[src/rtl/core/dht_pkg.sv]
// Shared constants, types and the residue step for the double-hash table.
// No dependencies; imported by every module of the block.
`default_nettype none
package dht_pkg;

  localparam int unsigned SLOTS    = 13;
  localparam int unsigned STEP_MOD = 7;

  localparam int unsigned KEY_W  = 31;
  localparam int unsigned CMD_W  = 2;
  localparam int unsigned STAT_W = 2;
  localparam int unsigned OUT_W  = 4;

  localparam int unsigned MAX_MOD = (SLOTS > STEP_MOD) ? SLOTS : STEP_MOD;
  localparam int unsigned MOD_W   = $clog2(MAX_MOD + 1);
  localparam int unsigned ACC_W   = MOD_W + 4;
  localparam int unsigned IDX_W   = (SLOTS > 2) ? $clog2(SLOTS) : 1;
  localparam int unsigned POS_W   = $clog2(SLOTS + STEP_MOD + 1);
  localparam int unsigned CNT_W   = $clog2(SLOTS + 1);

  // key is reduced one nibble a beat, most significant first
  localparam int unsigned NIBS    = (KEY_W + 3) / 4;
  localparam int unsigned NIB_CW  = (NIBS > 1) ? $clog2(NIBS) : 1;
  localparam int unsigned PAD_W   = NIBS * 4;

  localparam logic [CMD_W-1:0] CMD_INSERT = 2'd0;
  localparam logic [CMD_W-1:0] CMD_SEARCH = 2'd1;
  localparam logic [CMD_W-1:0] CMD_DELETE = 2'd2;
  localparam logic [CMD_W-1:0] CMD_MODIFY = 2'd3;

  localparam logic [STAT_W-1:0] ST_OK       = 2'd0;
  localparam logic [STAT_W-1:0] ST_NOT_FOUND = 2'd1;
  localparam logic [STAT_W-1:0] ST_FULL     = 2'd2;

  typedef enum logic [1:0] {
    WR_INSERT = 2'd0,
    WR_DELETE = 2'd1,
    WR_MODIFY = 2'd2
  } wr_op_e;

  typedef struct packed {
    logic             en;
    wr_op_e           op;
    logic [IDX_W-1:0] idx;
    logic [KEY_W-1:0] key;
  } wr_req_t;

  // (16*r + nib) mod m for r < m: at most one restoring subtract per weight
  function automatic logic [MOD_W-1:0] red_nib(logic [MOD_W-1:0] r, logic [3:0] nib,
                                               logic [MOD_W-1:0] m);
    logic [ACC_W-1:0] acc;
    logic [ACC_W-1:0] mm;
    acc = {r, nib};
    for (int k = 3; k >= 0; k--) begin
      mm = ACC_W'(m) << k;
      if (acc >= mm) begin
        acc = acc - mm;
      end
    end
    return acc[MOD_W-1:0];
  endfunction

endpackage
`default_nettype wire

[src/rtl/core/dht_residue.sv]
// Iterative residue unit: key mod SLOTS and key mod STEP_MOD, one nibble a cycle.
// Depends on dht_pkg.
`default_nettype none
module dht_residue import dht_pkg::*; (
  input  wire logic             clk_i,
  input  wire logic             rst_ni,
  input  wire logic             start_i,
  input  wire logic [KEY_W-1:0] key_i,
  output logic                  done_o,
  output logic [MOD_W-1:0]      home_o,
  output logic [MOD_W-1:0]      step_res_o
);

  logic [PAD_W-1:0]  sh_q, sh_d;
  logic [MOD_W-1:0]  rs_q, rs_d, rt_q, rt_d;
  logic [NIB_CW-1:0] cnt_q, cnt_d;
  logic              run_q, run_d, done_q, done_d;

  always_comb begin
    sh_d   = sh_q;
    rs_d   = rs_q;
    rt_d   = rt_q;
    cnt_d  = cnt_q;
    run_d  = run_q;
    done_d = 1'b0;
    if (start_i) begin
      sh_d  = PAD_W'(key_i);
      rs_d  = '0;
      rt_d  = '0;
      cnt_d = '0;
      run_d = 1'b1;
    end else if (run_q) begin
      rs_d  = red_nib(rs_q, sh_q[PAD_W-1 -: 4], MOD_W'(SLOTS));
      rt_d  = red_nib(rt_q, sh_q[PAD_W-1 -: 4], MOD_W'(STEP_MOD));
      sh_d  = sh_q << 4;
      cnt_d = cnt_q + NIB_CW'(1);
      if (cnt_q == NIB_CW'(NIBS - 1)) begin
        run_d  = 1'b0;
        done_d = 1'b1;
      end
    end
  end

  always_ff @(posedge clk_i or negedge rst_ni) begin
    if (!rst_ni) begin
      run_q  <= 1'b0;
      done_q <= 1'b0;
      cnt_q  <= '0;
    end else begin
      run_q  <= run_d;
      done_q <= done_d;
      cnt_q  <= cnt_d;
    end
  end

  always_ff @(posedge clk_i) begin
    sh_q <= sh_d;
    rs_q <= rs_d;
    rt_q <= rt_d;
  end

  assign done_o     = done_q;
  assign home_o     = rs_q;
  assign step_res_o = rt_q;

endmodule
`default_nettype wire

[src/rtl/core/dht_slot_store.sv]
// Slot store: used flags, stored keys and occupancy count, one write a cycle.
// Depends on dht_pkg.
`default_nettype none
module dht_slot_store import dht_pkg::*; (
  input  wire logic             clk_i,
  input  wire logic             rst_ni,
  input  wire logic [IDX_W-1:0] rd_idx_i,
  output logic                  rd_used_o,
  output logic [KEY_W-1:0]      rd_key_o,
  input  wire wr_req_t          wr_i,
  output logic [CNT_W-1:0]      count_o
);

  logic [SLOTS-1:0] used_q;
  logic [KEY_W-1:0] key_q [SLOTS];
  logic [CNT_W-1:0] count_q;

  assign rd_used_o = used_q[rd_idx_i];
  assign rd_key_o  = key_q[rd_idx_i];
  assign count_o   = count_q;

  always_ff @(posedge clk_i or negedge rst_ni) begin
    if (!rst_ni) begin
      used_q  <= '0;
      count_q <= '0;
    end else if (wr_i.en) begin
      case (wr_i.op)
        WR_INSERT: begin
          used_q[wr_i.idx] <= 1'b1;
          count_q          <= count_q + CNT_W'(1);
        end
        WR_DELETE: begin
          used_q[wr_i.idx] <= 1'b0;
          if (count_q != '0) begin
            count_q <= count_q - CNT_W'(1);
          end
        end
        default: ;
      endcase
    end
  end

  always_ff @(posedge clk_i) begin
    if (wr_i.en && (wr_i.op == WR_INSERT || wr_i.op == WR_MODIFY)) begin
      key_q[wr_i.idx] <= wr_i.key;
    end
  end

endmodule
`default_nettype wire

[src/rtl/core/double_hash_table_top.sv]
// Top level of the double-hash table: command sequencer and result register.
// Depends on dht_pkg, dht_residue and dht_slot_store.
//
// A command beat is taken when start_i is high and busy_o low; busy_o then stays high
// until the result has been shown. The residue unit reduces the key four bits a cycle,
// then the sequencer reads one slot per cycle until a hit or until the position falls
// out of range, which ends a miss or a full insert. The result is on the result ports
// for exactly one cycle, marked by valid_o; the receiver cannot stall it, so it must
// capture the beat in that cycle.
`default_nettype none
module double_hash_table_top import dht_pkg::*; (
  input  wire logic              clk_i,
  input  wire logic              rst_ni,
  input  wire logic              start_i,
  input  wire logic [CMD_W-1:0]  cmd_i,
  input  wire logic [KEY_W-1:0]  key_i,
  input  wire logic [KEY_W-1:0]  new_value_i,
  output logic                   busy_o,
  output logic                   valid_o,
  output logic [STAT_W-1:0]      status_o,
  output logic [KEY_W-1:0]       found_value_o,
  output logic [OUT_W-1:0]       slot_o,
  output logic [OUT_W-1:0]       occupancy_o
);

  typedef enum logic [3:0] {
    S_IDLE  = 4'b0001,
    S_HASH  = 4'b0010,
    S_PROBE = 4'b0100,
    S_RESP  = 4'b1000
  } state_e;

  state_e            state_q, state_d;
  logic [CMD_W-1:0]  cmd_q;
  logic [KEY_W-1:0]  key_q, nval_q;
  logic [POS_W-1:0]  pos_q, pos_d, step_q, step_d;
  logic [STAT_W-1:0] stat_q, stat_d;
  logic [KEY_W-1:0]  found_q, found_d;
  logic [IDX_W-1:0]  slot_q, slot_d;

  logic              accept;
  logic              res_done;
  logic [MOD_W-1:0]  res_home, res_step;
  logic              rd_used;
  logic [KEY_W-1:0]  rd_key;
  logic [CNT_W-1:0]  count;
  wr_req_t           wr;
  logic              in_range, hit;

  logic [IDX_W+OUT_W-1:0] slot_ext;
  logic [CNT_W+OUT_W-1:0] cnt_ext;

  assign accept = start_i && (state_q == S_IDLE);

  dht_residue u_residue (
    .clk_i      (clk_i),
    .rst_ni     (rst_ni),
    .start_i    (accept),
    .key_i      (key_i),
    .done_o     (res_done),
    .home_o     (res_home),
    .step_res_o (res_step)
  );

  dht_slot_store u_store (
    .clk_i     (clk_i),
    .rst_ni    (rst_ni),
    .rd_idx_i  (pos_q[IDX_W-1:0]),
    .rd_used_o (rd_used),
    .rd_key_o  (rd_key),
    .wr_i      (wr),
    .count_o   (count)
  );

  assign in_range = pos_q < POS_W'(SLOTS);
  assign hit      = (cmd_q == CMD_INSERT) ? !rd_used : (rd_used && (rd_key == key_q));

  always_comb begin
    state_d = state_q;
    pos_d   = pos_q;
    step_d  = step_q;
    stat_d  = stat_q;
    found_d = found_q;
    slot_d  = slot_q;
    wr.en   = 1'b0;
    wr.op   = WR_INSERT;
    wr.idx  = pos_q[IDX_W-1:0];
    wr.key  = (cmd_q == CMD_MODIFY) ? nval_q : key_q;
    case (state_q)
      S_IDLE: begin
        if (start_i) begin
          state_d = S_HASH;
        end
      end
      S_HASH: begin
        if (res_done) begin
          pos_d   = POS_W'(res_home);
          step_d  = POS_W'(res_step) + POS_W'(1);
          state_d = S_PROBE;
        end
      end
      S_PROBE: begin
        found_d = '0;
        slot_d  = '0;
        if (!in_range) begin
          stat_d  = (cmd_q == CMD_INSERT) ? ST_FULL : ST_NOT_FOUND;
          state_d = S_RESP;
        end else if (hit) begin
          stat_d  = ST_OK;
          slot_d  = pos_q[IDX_W-1:0];
          state_d = S_RESP;
          case (cmd_q)
            CMD_INSERT: begin
              wr.en = 1'b1;
              wr.op = WR_INSERT;
            end
            CMD_SEARCH: found_d = rd_key;
            CMD_DELETE: begin
              wr.en = 1'b1;
              wr.op = WR_DELETE;
            end
            CMD_MODIFY: begin
              wr.en = 1'b1;
              wr.op = WR_MODIFY;
            end
            default: ;
          endcase
        end else begin
          pos_d = pos_q + step_q;
        end
      end
      S_RESP: state_d = S_IDLE;
      default: state_d = S_IDLE;
    endcase
  end

  always_ff @(posedge clk_i or negedge rst_ni) begin
    if (!rst_ni) begin
      state_q <= S_IDLE;
    end else begin
      state_q <= state_d;
    end
  end

  always_ff @(posedge clk_i) begin
    if (accept) begin
      cmd_q  <= cmd_i;
      key_q  <= key_i;
      nval_q <= new_value_i;
    end
    pos_q   <= pos_d;
    step_q  <= step_d;
    stat_q  <= stat_d;
    found_q <= found_d;
    slot_q  <= slot_d;
  end

  assign slot_ext = {{OUT_W{1'b0}}, slot_q};
  assign cnt_ext  = {{OUT_W{1'b0}}, count};

  assign busy_o        = (state_q != S_IDLE);
  assign valid_o       = (state_q == S_RESP);
  assign status_o      = stat_q;
  assign found_value_o = found_q;
  assign slot_o        = slot_ext[OUT_W-1:0];
  assign occupancy_o   = cnt_ext[OUT_W-1:0];

endmodule
`default_nettype wire
[config.mk]
export PLATFORM = sky130hd
export DESIGN_NAME = double_hash_table_top
export DESIGN_NICKNAME = d
export VERILOG_FILES = /design/src/rtl/core/dht_pkg.sv /design/src/rtl/core/dht_residue.sv /design/src/rtl/core/dht_slot_store.sv /design/src/rtl/core/double_hash_table_top.sv
export SDC_FILE = /design/constraint.sdc
export NUM_CORES = 1
export LEC_CHECK = 0
export CAP_MARGIN = 20
export CORE_AREA = 4 4 236 180
export DETAILED_ROUTE_END_ITERATION = 10
export DIE_AREA = 0 0 240 184
export DONT_BUFFER_PORTS = 1
export GPL_ROUTABILITY_DRIVEN = 0
export HOLD_SLACK_MARGIN = 0.05
export PLACE_DENSITY = 0.76
export SLEW_MARGIN = 20
export SYNTH_ARGS = -nofsm -noshare
export SYNTH_HDL_FRONTEND = slang
export SYNTH_SLANG_ARGS = --single-unit
[constraint.sdc]
create_clock -name clk_i -period 11 [get_ports clk_i]
set_input_delay 1.1 -clock clk_i [delete_from_list [all_inputs] [get_ports clk_i]]
set_output_delay 1.1 -clock clk_i [all_outputs]
set_load 0.05 [all_outputs]
==> flow_metrics.py <==
metrics = {
    "floorplan": {
        "die_y_um": 184,
        "rows": 64,
        "coreArea_um2": 40400,
        "start_util": 0.602,
        "die_w_um": 240,
        "die-area_um2": 44200,
        "ios": 110,
    },
    "detailed_routing": {
        "firstDrtPassIters": 5,
        "drt_iter0_drc": 1530,
        "detail_route.wirelength_um": 54700,
        "drc_errors": 0,
        "vias": 12900,
        "drt-wirelength-per-cell_um": 27.9,
        "routed_via_density": 6.58,
        "antenna_left": 0,
    },
    "logic_synthesis": {
        "synth_area_leaders": "edfxtp_1, mux4_2, dfrtp_1",
        "synth_mux_area_frac": 0.146,
        "synth_fa_ha_area_frac": 0.00988,
        "yosys_warnings": 0,
        "netlist_instances": 1378,
        "synth_area_um2": 24300,
        "ys_seq_area_frac": 0.711,
        "yosysTopAreaCellShare": 0.673,
        "post-synth-top-area-cell": "edfxtp_1",
        "synth_area_per_cell_um2": 17.6,
        "synth-seq-cells": 584,
        "synth.distinct_cells": 70,
        "synthSimpleGateAreaFrac": 0.0620,
        "synth-compound-area-share": 0.0375,
        "synth_nets": 1463,
        "synth_edf_count": 545,
        "synth_top_family_by_area": "multiplexers",
        "synth_xor_area_frac": 0.0173,
        "async_flop_share": 0.0445,
        "synth-main-ff-cell": "edfxtp_1",
    },
    "sta": {
        "tightest_slew_ps": 1010,
        "hold_viol_final": 0,
        "fmax_mhz": 166,
        "setup_viol": 0,
        "fin_hold_ws_ps": 206,
        "fin_setup_tns_ps": 0,
        "layout_setup_ws_ps": 4960,
        "period_minus_slack_ps": 6040,
        "period_share": 0.549,
        "rsz0062_at_grt": "false",
        "relSlewSlack": 0.324,
        "drv_slew": 0,
        "fin_skew_ps": 25.9,
    },
    "placed_design": {
        "place_area_um2": 25000,
        "port_buffers": 0,
        "dp_hpwl_um": 33500,
        "post-place-ws_ps": 4550,
    },
    "global_routing": {
        "grt_pass1_vias": 12800,
        "grt_overflow_total": 0,
        "grt_pass1_wl_um": 82600,
        "grtUsageTotal": 0.253,
        "antenna_found_initial": 2,
        "grt_max_degree": 61,
    },
    "cells_and_area": {
        "area_growth_pct": 10.5,
        "final_area_um2": 26900,
        "n_antenna_cell": 0,
        "drive_gt1_frac": 0.209,
        "nNetsFinal": 1475,
    },
    "worst_setup_path": {
        "crit_type": "flop to flop",
        "cp.arrival_ps": 6320,
        "reg2reg_depth": 13,
        "crit_fanout": 45,
        "crit_path_start_kind": "flop",
        "ff2ff_setup_slack_ps": 4960,
        "reg2reg_to": "u_store.key_q[9][24]$_DFFE_PP_",
        "worst_setup_path_end_kind": "flop",
        "required_ps": 11280,
    },
    "flow_run": {
        "maxCapViolations": 0,
    },
    "clock_tree": {
        "clkSinkCount": 584,
        "cts_setup_buffers": 0,
        "clk_latency_ps": 590,
        "cts_max_level": 2,
        "ctsRootBufferMaster": "clkbuf_16",
        "postCtsHoldBufs": 0,
        "cts_resized": 0,
        "cts.path.max_buffers": 3,
        "clk_pin_slew_ps": 60,
        "cts_tree": "done",
        "numCtsBuffers": 53,
    },
    "pwr": {
        "p_switching_mw": 1.86,
        "combinationalPowerShare": 0.238,
        "ir_drop_uv": 137,
        "p_leak_nw": 9.02,
        "swShare": 0.300,
        "power.clock.fraction": 0.295,
        "p_int_mw": 4.34,
        "cellPowerDensity_nw_per_um2": 231,
        "finalPower_mw": 6.19,
        "pwr-share-seq": 0.467,
    },
    "run_status": {
        "outcome": "finished clean",
    },
    "hold_path": {
        "hp-class": "input pin to async pin",
    },
}
==> worst max-delay path, stage by stage (launching register included) <==
cell and delay, ps:
dfxtp_4 930, buf_4 500, buf_16 300, mux4_2 550, mux4_2 500, xnor2_1 210
nand4_1 130, nor2_1 240, nand4_1 280, a21boi_2 220, buf_4 270, nand4_1 430
nor2_4 800, buf_16 240
==> how the worst max path moves through the flow <==
stage,from,to,slack [ps],cells after the start
after global placement,flop,u_store.key_q[8][18]$_DFFE_PP_,4670,11
after floorplan,flop,u_store.key_q[4][0]$_DFFE_PP_,5370,11
after detailed placement,flop,u_store.key_q[1][18]$_DFFE_PP_,4550,11
final,flop,u_store.key_q[9][24]$_DFFE_PP_,4960,13
after global routing,flop,u_store.key_q[0][24]$_DFFE_PP_,4490,13
after CTS,flop,u_store.key_q[1][18]$_DFFE_PP_,4540,11
==> Yosys cell counts (all sizes together) (3+ instances only) <==
library cell	n
a211o	4
a211oi	10
a21boi	4
a21o	9
a21oi	19
a22oi	4
a31oi	8
and2	45
and3	9
buf	25
clkbuf	42
dfrtp	25
dfxtp	13
edfxtp	545
ha	16
inv	32
mux2	41
mux2i	24
mux4	126
nand2	112
nand2b	5
nand3	12
nand3b	5
nand4	26
nor2	46
nor2b	9
nor3	5
nor4	10
o211ai	11
o21ai	36
o31ai	3
or2	8
or3	5
xnor2	41
xor2	7
==> per-layer routing <==
layer	routed length, µm	track usage	vias up	part of all wire
met4	1890	0.0849	2	0.035
li1	-	-	5486	-
met3	4940	0.0520	112	0.090
met1	22500	0.381	6639	0.41
met5	16	0	-	0.00029
met2	25300	0.379	660	0.46
==> stage by stage <==
step                std cells  utilization
CTS                      1957        0.663
floorplan                1378            -
global placement         1854        0.617
global route             1961        0.666
detailed placement       1859        0.621
finish                   1961        0.666
==> cell families after synthesis <==
logic type | after synthesis
DFF | 584
and+or+nand+nor | 304
muxes | 191
AOI/OAI and AO/OA | 132
buffers and inverters | 101
xor gates and xnor gates | 48
adders and majority gates | 18
==> placed cells by master (no fill, tap or decap), types with 10 or more instances in the layout <==
master	netlist	routed
mux4_2	126	126
nor2_1	46	34
clkbuf_16	0	55
mux2_2	37	37
inv_1	32	32
edfxtp_1	545	545
ha_1	16	16
nor2_4	0	12
nand2_1	112	112
nand4_1	26	26
clkinv_2	0	11
clkinv_1	2	11
clkbuf_1	42	10
mux2i_1	24	24
a21oi_1	19	19
dfrtp_1	25	25
xnor2_1	41	41
o21ai_0	34	32
and2_1	45	44
nand3_1	12	11
o211ai_1	10	10
buf_4	2	15
==> state kept, by name, summed over array words and instances (netlist names), named ones only <==
signal                flops
u_store.key_q           403
u_residue.sh_q           32
found_value_o            31
key_q                    31
nval_q                   31
pos_q                     5
step_q                    5
slot_o                    4
state_q                   4
u_residue.home_o          4
u_residue.step_res_o      4
u_store.count_o           4
u_residue.cnt_q           3
cmd_q                     2
status_o                  2
u_residue.done_o          1
u_residue.run_q           1
==> final cells by class <==
cell class | count | area, µm²
Inverter | 34 | 130
Multi-Input combinational cell | 693 | 6730
Timing Repair Buffer | 24 | 338
Clock buffer | 66 | 1430
Sequential cell | 584 | 17300
Clock inverter | 32 | 290
Fill cell | 2563 | 13500
Tap cell | 528 | 661
==> power by group through the flow <==
| stage | combinational [mW] | clock [mW] | sequential (mW) |
|---|---|---|---|
| 5_1_grt | 1.64 | 1.96 | 2.91 |
| 3_5_place_dp | 1.45 | 0 | 2.93 |
| 2_1_floorplan | 1.19 | 0 | 2.82 |
| 4_1_cts | 1.46 | 1.85 | 2.89 |
| 3_3_place_gp | 1.39 | 0 | 2.93 |
| 6_report | 1.47 | 1.83 | 2.89 |
Power figures use the tool's default switching activity.
